===== src/sv/spq_pkg.sv =====
// Shared types and constants for the sorted priority queue.
// Used by spq_ctrl, spq_dp and sorted_priority_queue_core; depends on nothing.
`default_nettype none

package spq_pkg;

    // field widths
    localparam int DATA_W        = 32;
    localparam int PRIO_W        = 32;
    localparam int COUNT_OUT_W   = 5;
    localparam int STATUS_W      = 2;

    // default store depth
    localparam int CAPACITY_DEF  = 16;

    // request codes
    localparam logic REQ_PUSH = 1'b0;
    localparam logic REQ_POP  = 1'b1;

    // result status codes
    localparam logic [STATUS_W-1:0] ST_DONE      = 2'd0;
    localparam logic [STATUS_W-1:0] ST_FULL      = 2'd1;
    localparam logic [STATUS_W-1:0] ST_EMPTY_POP = 2'd2;

    // controller to datapath commands
    typedef struct packed {
        logic push;   // insert the incoming entry
        logic pop;    // remove the head entry into the result
        logic load;   // capture a new result
    } spq_cmd_t;

    // datapath to controller status
    typedef struct packed {
        logic empty;
        logic full;
    } spq_flags_t;

endpackage

`default_nettype wire


===== src/sv/spq_ctrl.sv =====
// Controller for the sorted priority queue: input and result handshake,
// command decode and status code. Depends on spq_pkg.
`default_nettype none

module spq_ctrl
(
    input  wire logic                          clk,
    input  wire logic                          rst_n,
    input  wire logic                          in_valid,
    output logic                               in_stall,
    input  wire logic                          req_type,
    output logic                               res_valid,
    input  wire logic                          res_stall,
    input  wire spq_pkg::spq_flags_t           flags,
    output spq_pkg::spq_cmd_t                  cmd,
    output logic [spq_pkg::STATUS_W-1:0]       status,
    output logic                               out_valid
);

    typedef enum logic {
        S_IDLE,
        S_HOLD
    } state_t;

    state_t                          state_reg;
    state_t                          state_next;
    logic [spq_pkg::STATUS_W-1:0]    status_reg;
    logic [spq_pkg::STATUS_W-1:0]    status_next;
    logic                            pop_ok_reg;
    logic                            pop_ok_next;
    logic                            accept;
    logic                            res_taken;

    // handshake
    assign in_stall  = (state_reg == S_HOLD) && res_stall;
    assign accept    = in_valid && !in_stall;
    assign res_valid = (state_reg == S_HOLD);
    assign res_taken = res_valid && !res_stall;

    // command decode
    always_comb
    begin
        cmd.load = accept;
        cmd.push = accept && (req_type == spq_pkg::REQ_PUSH) && !flags.full;
        cmd.pop  = accept && (req_type == spq_pkg::REQ_POP) && !flags.empty;
    end

    // next state and result status
    always_comb
    begin
        state_next  = state_reg;
        status_next = status_reg;
        pop_ok_next = pop_ok_reg;
        priority if (accept)
        begin
            state_next  = S_HOLD;
            pop_ok_next = cmd.pop;
            unique case (req_type)
                spq_pkg::REQ_PUSH:
                    status_next = flags.full ? spq_pkg::ST_FULL : spq_pkg::ST_DONE;
                spq_pkg::REQ_POP:
                    status_next = flags.empty ? spq_pkg::ST_EMPTY_POP : spq_pkg::ST_DONE;
                default:
                    status_next = spq_pkg::ST_DONE;
            endcase
        end
        else if (res_taken)
        begin
            state_next = S_IDLE;
        end
    end

    // state and registered outputs
    always_ff @(posedge clk or negedge rst_n)
    begin
        if (!rst_n)
        begin
            state_reg  <= S_IDLE;
            status_reg <= spq_pkg::ST_DONE;
            pop_ok_reg <= 1'b0;
        end
        else
        begin
            state_reg  <= state_next;
            status_reg <= status_next;
            pop_ok_reg <= pop_ok_next;
        end
    end

    assign status    = status_reg;
    assign out_valid = pop_ok_reg;

endmodule

`default_nettype wire


===== src/sv/spq_dp.sv =====
// Datapath for the sorted priority queue: a row of sorted cells that
// compare and shift in parallel, the entry count and the result registers.
// Depends on spq_pkg.
`default_nettype none

module spq_dp
#(
    parameter int CAPACITY = spq_pkg::CAPACITY_DEF,
    parameter int CNT_W    = $clog2(CAPACITY + 1)
)
(
    input  wire logic                              clk,
    input  wire logic                              rst_n,
    input  wire spq_pkg::spq_cmd_t                 cmd,
    input  wire logic [spq_pkg::DATA_W-1:0]        item_value,
    input  wire logic signed [spq_pkg::PRIO_W-1:0] item_priority,
    output spq_pkg::spq_flags_t                    flags,
    output logic [spq_pkg::DATA_W-1:0]             out_value,
    output logic signed [spq_pkg::PRIO_W-1:0]      out_priority,
    output logic [spq_pkg::COUNT_OUT_W-1:0]        entry_count
);

    logic [spq_pkg::DATA_W-1:0]        val_reg   [CAPACITY];
    logic [spq_pkg::DATA_W-1:0]        val_next  [CAPACITY];
    logic signed [spq_pkg::PRIO_W-1:0] prio_reg  [CAPACITY];
    logic signed [spq_pkg::PRIO_W-1:0] prio_next [CAPACITY];
    logic [CNT_W-1:0]                  count_reg;
    logic [CNT_W-1:0]                  count_next;
    logic [spq_pkg::DATA_W-1:0]        res_value_reg;
    logic signed [spq_pkg::PRIO_W-1:0] res_prio_reg;
    logic [CAPACITY-1:0]               behind;
    logic [CAPACITY-1:0]               take_new;

    // fullness flags
    assign flags.empty = (count_reg == '0);
    assign flags.full  = (count_reg == CNT_W'(CAPACITY));

    // per cell: new entry goes ahead of this cell (or cell is unused)
    always_comb
    begin
        for (int i = 0; i < CAPACITY; i++)
        begin
            behind[i] = (CNT_W'(i) >= count_reg) || (item_priority > prio_reg[i]);
        end
        take_new[0] = behind[0];
        for (int i = 1; i < CAPACITY; i++)
        begin
            take_new[i] = behind[i] && !behind[i-1];
        end
    end

    // cell next values
    always_comb
    begin
        val_next  = val_reg;
        prio_next = prio_reg;
        if (cmd.push)
        begin
            if (take_new[0])
            begin
                val_next[0]  = item_value;
                prio_next[0] = item_priority;
            end
            for (int i = 1; i < CAPACITY; i++)
            begin
                if (take_new[i])
                begin
                    val_next[i]  = item_value;
                    prio_next[i] = item_priority;
                end
                else if (behind[i-1])
                begin
                    val_next[i]  = val_reg[i-1];
                    prio_next[i] = prio_reg[i-1];
                end
            end
        end
        else if (cmd.pop)
        begin
            for (int i = 0; i < CAPACITY - 1; i++)
            begin
                val_next[i]  = val_reg[i+1];
                prio_next[i] = prio_reg[i+1];
            end
        end
    end

    // entry count
    always_comb
    begin
        count_next = count_reg;
        if (cmd.push)
        begin
            count_next = count_reg + CNT_W'(1);
        end
        else if (cmd.pop)
        begin
            count_next = count_reg - CNT_W'(1);
        end
    end

    // cell storage
    always_ff @(posedge clk)
    begin
        val_reg  <= val_next;
        prio_reg <= prio_next;
    end

    // result payload
    always_ff @(posedge clk)
    begin
        if (cmd.load)
        begin
            res_value_reg <= cmd.pop ? val_reg[0] : '0;
            res_prio_reg  <= cmd.pop ? prio_reg[0] : '0;
        end
    end

    always_ff @(posedge clk or negedge rst_n)
    begin
        if (!rst_n)
        begin
            count_reg <= '0;
        end
        else
        begin
            count_reg <= count_next;
        end
    end

    assign out_value    = res_value_reg;
    assign out_priority = res_prio_reg;
    assign entry_count  = spq_pkg::COUNT_OUT_W'(count_reg);

endmodule

`default_nettype wire


===== src/sv/sorted_priority_queue_core.sv =====
// Top level of the sorted priority queue: controller plus cell datapath.
// Depends on spq_pkg, spq_ctrl and spq_dp.
//
// Usage:
//   Input channel in_valid/in_stall carries req_type, item_value and
//   item_priority; an item is taken on an edge with in_valid high and
//   in_stall low. A push inserts after all entries of equal or higher
//   priority; a pop removes the head entry.
//   Result channel res_valid/res_stall carries status, out_valid, out_value,
//   out_priority and entry_count; one result for every item.
//   Latency: the result is shown the cycle after the item is taken.
//   Throughput: one item per cycle while no result is stalled; every cell
//   compares against the new priority and shifts in the same cycle, so the cell row sets the rate.
//   A stalled result holds, and in_stall is raised until it is taken; an
//   item may enter on the same edge that the waiting result leaves.
//   Reset empties the queue (count zero) and drops any pending result;
//   cell contents are not cleared.
`default_nettype none

module sorted_priority_queue_core
#(
    parameter int CAPACITY = spq_pkg::CAPACITY_DEF
)
(
    input  wire logic                              clk,
    input  wire logic                              rst_n,
    input  wire logic                              in_valid,
    output logic                                   in_stall,
    input  wire logic                              req_type,
    input  wire logic [spq_pkg::DATA_W-1:0]        item_value,
    input  wire logic signed [spq_pkg::PRIO_W-1:0] item_priority,
    output logic                                   res_valid,
    input  wire logic                              res_stall,
    output logic [spq_pkg::STATUS_W-1:0]           status,
    output logic                                   out_valid,
    output logic [spq_pkg::DATA_W-1:0]             out_value,
    output logic signed [spq_pkg::PRIO_W-1:0]      out_priority,
    output logic [spq_pkg::COUNT_OUT_W-1:0]        entry_count
);

    spq_pkg::spq_cmd_t   cmd;
    spq_pkg::spq_flags_t flags;

    // handshake and command control
    spq_ctrl u_ctrl
    (
        .clk       (clk),
        .rst_n     (rst_n),
        .in_valid  (in_valid),
        .in_stall  (in_stall),
        .req_type  (req_type),
        .res_valid (res_valid),
        .res_stall (res_stall),
        .flags     (flags),
        .cmd       (cmd),
        .status    (status),
        .out_valid (out_valid)
    );

    // sorted cell row
    spq_dp #(
        .CAPACITY (CAPACITY)
    ) u_dp
    (
        .clk           (clk),
        .rst_n         (rst_n),
        .cmd           (cmd),
        .item_value    (item_value),
        .item_priority (item_priority),
        .flags         (flags),
        .out_value     (out_value),
        .out_priority  (out_priority),
        .entry_count   (entry_count)
    );

    // a taken item always produces a result next cycle
    assert property (@(posedge clk) disable iff (!rst_n)
        (in_valid && !in_stall) |=> res_valid)
    else $error("result missing after accepted item");

    // a returned entry always carries done status
    assert property (@(posedge clk) disable iff (!rst_n)
        (res_valid && out_valid) |-> (status == spq_pkg::ST_DONE))
    else $error("popped entry with error status");

    // a successful push grows the count by one
    assert property (@(posedge clk) disable iff (!rst_n)
        cmd.push |=> (entry_count == spq_pkg::COUNT_OUT_W'($past(entry_count) + 1'b1)))
    else $error("count not advanced on push");

    // push and pop never issued together
    assert property (@(posedge clk) disable iff (!rst_n)
        !(cmd.push && cmd.pop))
    else $error("push and pop commanded together");

endmodule

`default_nettype wire


===== config.mk =====
export PLATFORM = sky130hd
export DESIGN_NAME = sorted_priority_queue_core
export DESIGN_NICKNAME = d
export VERILOG_FILES = /design/src/sv/spq_pkg.sv /design/src/sv/spq_ctrl.sv /design/src/sv/spq_dp.sv /design/src/sv/sorted_priority_queue_core.sv
export SDC_FILE = /design/constraint.sdc
export NUM_CORES = 2
export LEC_CHECK = 0
export ABC_AREA = 1
export ABC_CLOCK_PERIOD_IN_PS = 9100
export BUFFER_PORTS_ARGS = -buffer_cell sky130_fd_sc_hd__buf_4
export CAP_MARGIN = 20
export CORE_ASPECT_RATIO = 0.8
export CORE_MARGIN = 2
export CORE_UTILIZATION = 48
export CTS_BUF_LIST = sky130_fd_sc_hd__clkbuf_16
export DETAILED_ROUTE_END_ITERATION = 10
export SKIP_LAST_GASP = 1
export SLEW_MARGIN = 20
export SYNTH_ARGS = -nofsm -noshare
export SYNTH_HDL_FRONTEND = slang
export SYNTH_HIERARCHICAL = 1
export SYNTH_SLANG_ARGS = --single-unit

===== constraint.sdc =====
create_clock -name clk -period 9.1 [get_ports clk]
set_input_delay 1.365 -clock clk [delete_from_list [all_inputs] [get_ports clk]]
set_output_delay 1.365 -clock clk [all_outputs]
set_load 0.005 [all_outputs]

# After elaboration in Yosys (flattened, before gate mapping)
# Index checks and enable logic that the tools add are counted.
[totals]
latch_bits = 0
n_memories = 0
ff_bits = 1097
inputBits = 69
mem_bits_ro = 0
ramBits = 0
[op_classes]
n_lt_le_gt_ge = 32
shift = 0
muxes = 73
n_mul = 0
n_addsub = 2
div = 0
reduce_logical = 77
bitwise = 1
n_eq_ne = 16
[ops]
columns = ["operator", "count"]
rows = [
  ["32-bit two-way mux", 62],
  ["480-bit two-way mux", 4],
  ["32-bit greater-than comparator", 16],
  ["3-bit by 1-bit != test with 1-bit output (second input constant)", 14],
  ["4-bit by 5-bit greater-or-equal comparator with 1-bit output (first input constant)", 8],
  ["2-bit AND reduction", 16],
  ["1-bit logical AND", 22],
  ["3-bit by 5-bit greater-or-equal comparator with 1-bit output (first input constant)", 4],
  ["1-bit logical NOT", 19],
  ["1-bit logical OR", 16],
  ["1-bit by 5-bit greater-or-equal comparator with 1-bit output (first input constant)", 2],
  ["2-bit by 5-bit greater-or-equal comparator with 1-bit output (first input constant)", 2],
  ["5-bit two-way mux", 2],
  ["2-bit nonzero test", 3],
  ["5-bit by 1-bit adder with 5-bit output (second input constant)", 1],
  ["5-bit equality test (second input constant)", 1],
  ["5-bit logical NOT", 1],
  ["5-bit by 1-bit subtractor with 5-bit output (second input constant)", 1],
  ["2-bit one-hot mux with 2 select lines", 1],
  ["1-bit two-way mux", 3],
  ["2-bit two-way mux", 1],
  ["2-bit by 1-bit != test with 1-bit output (second input constant)", 1],
  ["1-bit inverter", 1],
]

# Logic depth before layout (Yosys ltp)
[depth]
depth_word = 7
depth_mapped = 24
mapped_depth_nobuf = 21

# Modules after synthesis
# The synthesis kept the hierarchy.
[modules_own_cells]
columns = ["mod", "n_inst", "cells_per_inst", "area_per_inst_um2"]
rows = [
  ["spq_dp", 1, 9560, 73262.8],
  ["spq_ctrl", 1, 23, 198.9],
]

# Worst setup path after synthesis
# OpenSTA, ideal clock, no wires.
[synth_timing]
kind = "in2reg"
start = "in item_priority[0] (netlist name)"
end = "reg u_dp/prio_reg[480] (netlist name), enable pin"
cell_stages = 19
path_slack_ns = 0.624
arrival_time_ns = 7.901
path_cell_list = "inv_1 -> buf_1 -> ha_1 -> inv_1 -> nand2_1 -> nand2_1 -> nand2_1 -> nand2_1 -> nand2_1 -> nand2_1 -> nand2_1 -> nand2_1 -> nand2_1 -> a21oi_1 -> nor2_1 -> nor2_2 -> buf_2 -> buf_2 -> o21ai_0"
[synth_between]
elab_chain_len = 4
[synth_lines]
columns = ["item", "line", "text"]
rows = [
  ["start: declaration", "sorted_priority_queue_core.sv:31", "input wire logic signed [spq_pkg::PRIO_W-1:0] item_priority,"],
  ["32-bit greater-than comparator", "spq_dp.sv:43", "behind[i] = (CNT_W'(i) >= count_reg) || (item_priority > prio_reg[i]);"],
  ["1-bit logical OR", "spq_dp.sv:43", ""],
  ["2-bit by 1-bit != test with 1-bit output (no line)", "-", ""],
  ["2-bit AND reduction (no line)", "-", ""],
  ["end signal: assignment", "spq_dp.sv:106", "prio_reg <= prio_next;"],
  ["end: declaration", "spq_dp.sv:25", "logic signed [spq_pkg::PRIO_W-1:0] prio_reg [CAPACITY];"],
]
# No other way between the ends.
# A chain may end at the register's enable or synchronous reset.

==> impl_metrics.json <==
{
  "status": "completed",
  "antenna_found_initial": 3,
  "cts_resized": 0,
  "ys_seq_area_share_pct": 44.8,
  "vias_per_cell": 5.85,
  "placed_cell_area_mm2": 0.0757,
  "drt_iter0_drc": 9043,
  "slew_viol_final": 0,
  "synthAdderAreaFrac_pct": 8.81,
  "finalSetupTns_ns": 0,
  "start_util_pct": 48.3,
  "period_minus_slack_ns": 5.65,
  "ff2ff_path_depth": 10,
  "critPathKind": "in2reg",
  "grt_pass1_wl_mm": 405,
  "numCtsBuffers": 121,
  "worst_clock_skew_ns": 0.0428,
  "relSlewSlack_pct": 18.5,
  "synth_top_family_by_area": "simple AND/OR/NAND/NOR gates",
  "nets": 9949,
  "crit_fanout": 35,
  "p_leak_uw": 0.0395,
  "syn_area_mm2": 0.0735,
  "fmax_mhz": 177,
  "insertion_delay_ns": 0.80,
  "synthSimpleGateAreaFrac_pct": 33.2,
  "synth_compound_area_share_pct": 2.92,
  "tightestPinTransition_ns": 1.22,
  "wirelength_mm": 274,
  "fin_util_pct": 52.3,
  "powerDensity_mw_per_mm2": 289,
  "routedWlPerCell_um": 23.8,
  "cts_hold_buffers": 0,
  "synth_xor_area_share_pct": 0.0477,
  "drc_errors": 0,
  "port_buffers": 142,
  "path_cells": "buf_4, ha_1, nand2_1, nor2_1, nand4_1, nor2_2, nand2_1, nand4_1, nand3_1, nand2_2, buf_4, inv_2, nand2_2, buf_4, nand2_1, nand3_1, nand2_1",
  "vias": 67100,
  "cts_max_level": 3,
  "timing.rr.start": "u_dp/entry_count[4]",
  "dr.pass1.iters": 8,
  "pin_count": 143,
  "cts_buffer_depth": 3,
  "drive_above_1_share_pct": 5.60,
  "area.growth.synth_to_final_pct": 8.41,
  "die-area_mm2": 0.156,
  "synth_seq_cells": 1097,
  "coreArea_mm2": 0.152,
  "cts_tree": "built",
  "crit_top_cell": "nand2_1",
  "root_buffer": "clkbuf_16",
  "dpl.hpwl_mm": 180,
  "cp-end-kind": "register",
  "holdWs_ns": 0.434,
  "syn_inst": 9583,
  "yosys_warnings": 6,
  "chipWidth_um": 441,
  "synth_cell_types": 41,
  "worst_path_largest_cell_delay_ns": 0.86,
  "finalSetupViolations": 0,
  "cp_slowest_cell": "nand2_2",
  "grt_pass1_vias": 63200,
  "maxCapViolCount": 0,
  "rows": 128,
  "cts_num_sinks": 1097,
  "syn_nets": 10200,
  "hold_viol_final": 0,
  "critPathRequiredTime_ns": 9.62,
  "final_cell_area_mm2": 0.0796,
  "ant_nets": 0,
  "final_cell_mix": "3507 x nand2_1, 1766 x nand3_1, 1257 x inv_1",
  "die_y_um": 354,
  "regToRegEndpoint": "u_dp/prio_reg[267]",
  "synth.avg_cell_area_um2": 7.67,
  "grt_max_degree": 226,
  "finalCritPeriodShare_pct": 62.1,
  "place_congestion": 0.955,
  "cp_data_arrival_time_ns": 6.17,
  "mostFrequentLayoutCell": "nand2_1",
  "regToRegSetupSlack_ns": 3.67,
  "clkTransAtPathRegs_ns": 0.06,
  "ir_drop_v": 0.000273,
  "postCtsSetupRepairBufs": 0,
  "grt_use_total_pct": 34.1,
  "grt_overflow_total": 0,
  "hp-class": "in2async",
  "muxShareOfSynthArea_pct": 0,
  "worstSetupStartpointType": "input pin",
  "rsz0062_at_grt": "no"
}
cells in the mapped netlist, drive strengths merged:
cell type / instances / area share [%]
a21o: 10 / 0.10
a21oi: 225 / 1.5
a31oi: 7 / 0.060
and3: 2 / 0.017
buf: 354 / 2.6
clkbuf: 250 / 1.3
clkinv: 1 / 0.0051
dfrtp: 9 / 0.31
edfxtp: 1088 / 44
ha: 517 / 8.8
inv: 1253 / 6.4
nand2: 3537 / 18
nand3: 1790 / 12
nand3b: 3 / 0.031
nand4: 175 / 1.5
nor2: 178 / 0.93
nor2b: 1 / 0.0085
nor3: 13 / 0.095
nor3b: 4 / 0.054
nor4: 4 / 0.051
o211ai: 3 / 0.031
o21a: 27 / 0.28
o21ai: 118 / 0.80
o21bai: 6 / 0.061
o22ai: 3 / 0.026
o31ai: 1 / 0.010
xor2: 4 / 0.048
how the worst max path moves through the flow:
stage | from | endpoint | slack (ns) | cells after the start
floorplan | item_priority[0] | u_dp/prio_reg[480] | 0.62 | 19
CTS | item_priority[23] | u_dp/val_reg[85] | 3.71 | 18
global route | item_priority[0] | u_dp/prio_reg[69] | 3.33 | 24
detailed placement | item_priority[23] | u_dp/prio_reg[141] | 2.88 | 16
finish | item_priority[15] | u_dp/prio_reg[114] | 3.45 | 17
global placement | item_priority[31] | u_dp/val_reg[225] | 2.92 | 16
critical path: cells and delay by family:
family / cells / cell delay [ns]
simple gates: 12 / 2.44
buf+inv: 4 / 1.92
fa+ha+maj: 1 / 0.36
kinds of logic after synthesis:
family | count (synthesis)
AO/OA/AOI/OAI | 400
adder cells (fa/ha/maj) | 517
XOR/XNOR | 4
buffers and inverters | 1858
AND/OR/NAND/NOR | 5707
flip-flops | 1097
per-layer routing:
layer | vias to the layer above | wire length [um] | global-route usage, %
met1 | 31700 | 120000 | 51.0
met2 | 4016 | 111000 | 48.0
li1 | 30900 | - | -
met4 | 2 | 7710 | 9.48
met5 | - | 225 | 1.00
met3 | 445 | 35200 | 9.26
where the power goes:
group,internal (uW),switching (uW)
combinational,2510,7710
sequential,7120,625
clock,2830,2220
stage by stage:
step / std cells / power, uW / setup slack (ns)
after global routing: 11500 / 24100 / 3.33
after global placement: 11200 / 17500 / 2.92
after detailed placement: 11300 / 17600 / 2.88
after floorplan: 9583 / 14100 / 0.624
final: 11500 / 23000 / 3.45
after CTS: 11500 / 22700 / 3.71
area by class of cell:
class                   instances  area [um^2]
diodes                          5         12.5
clock buffers                 123         3080
clock inverters                96          825
fillers                     14800        72500
inverters                    1254         4710
multi-input cells            6628        33300
flip-flops and latches       1097        32900
well taps                    2015         2520
repair buffers                261         2260
Note: power is estimated with default switching activity, not from simulation.
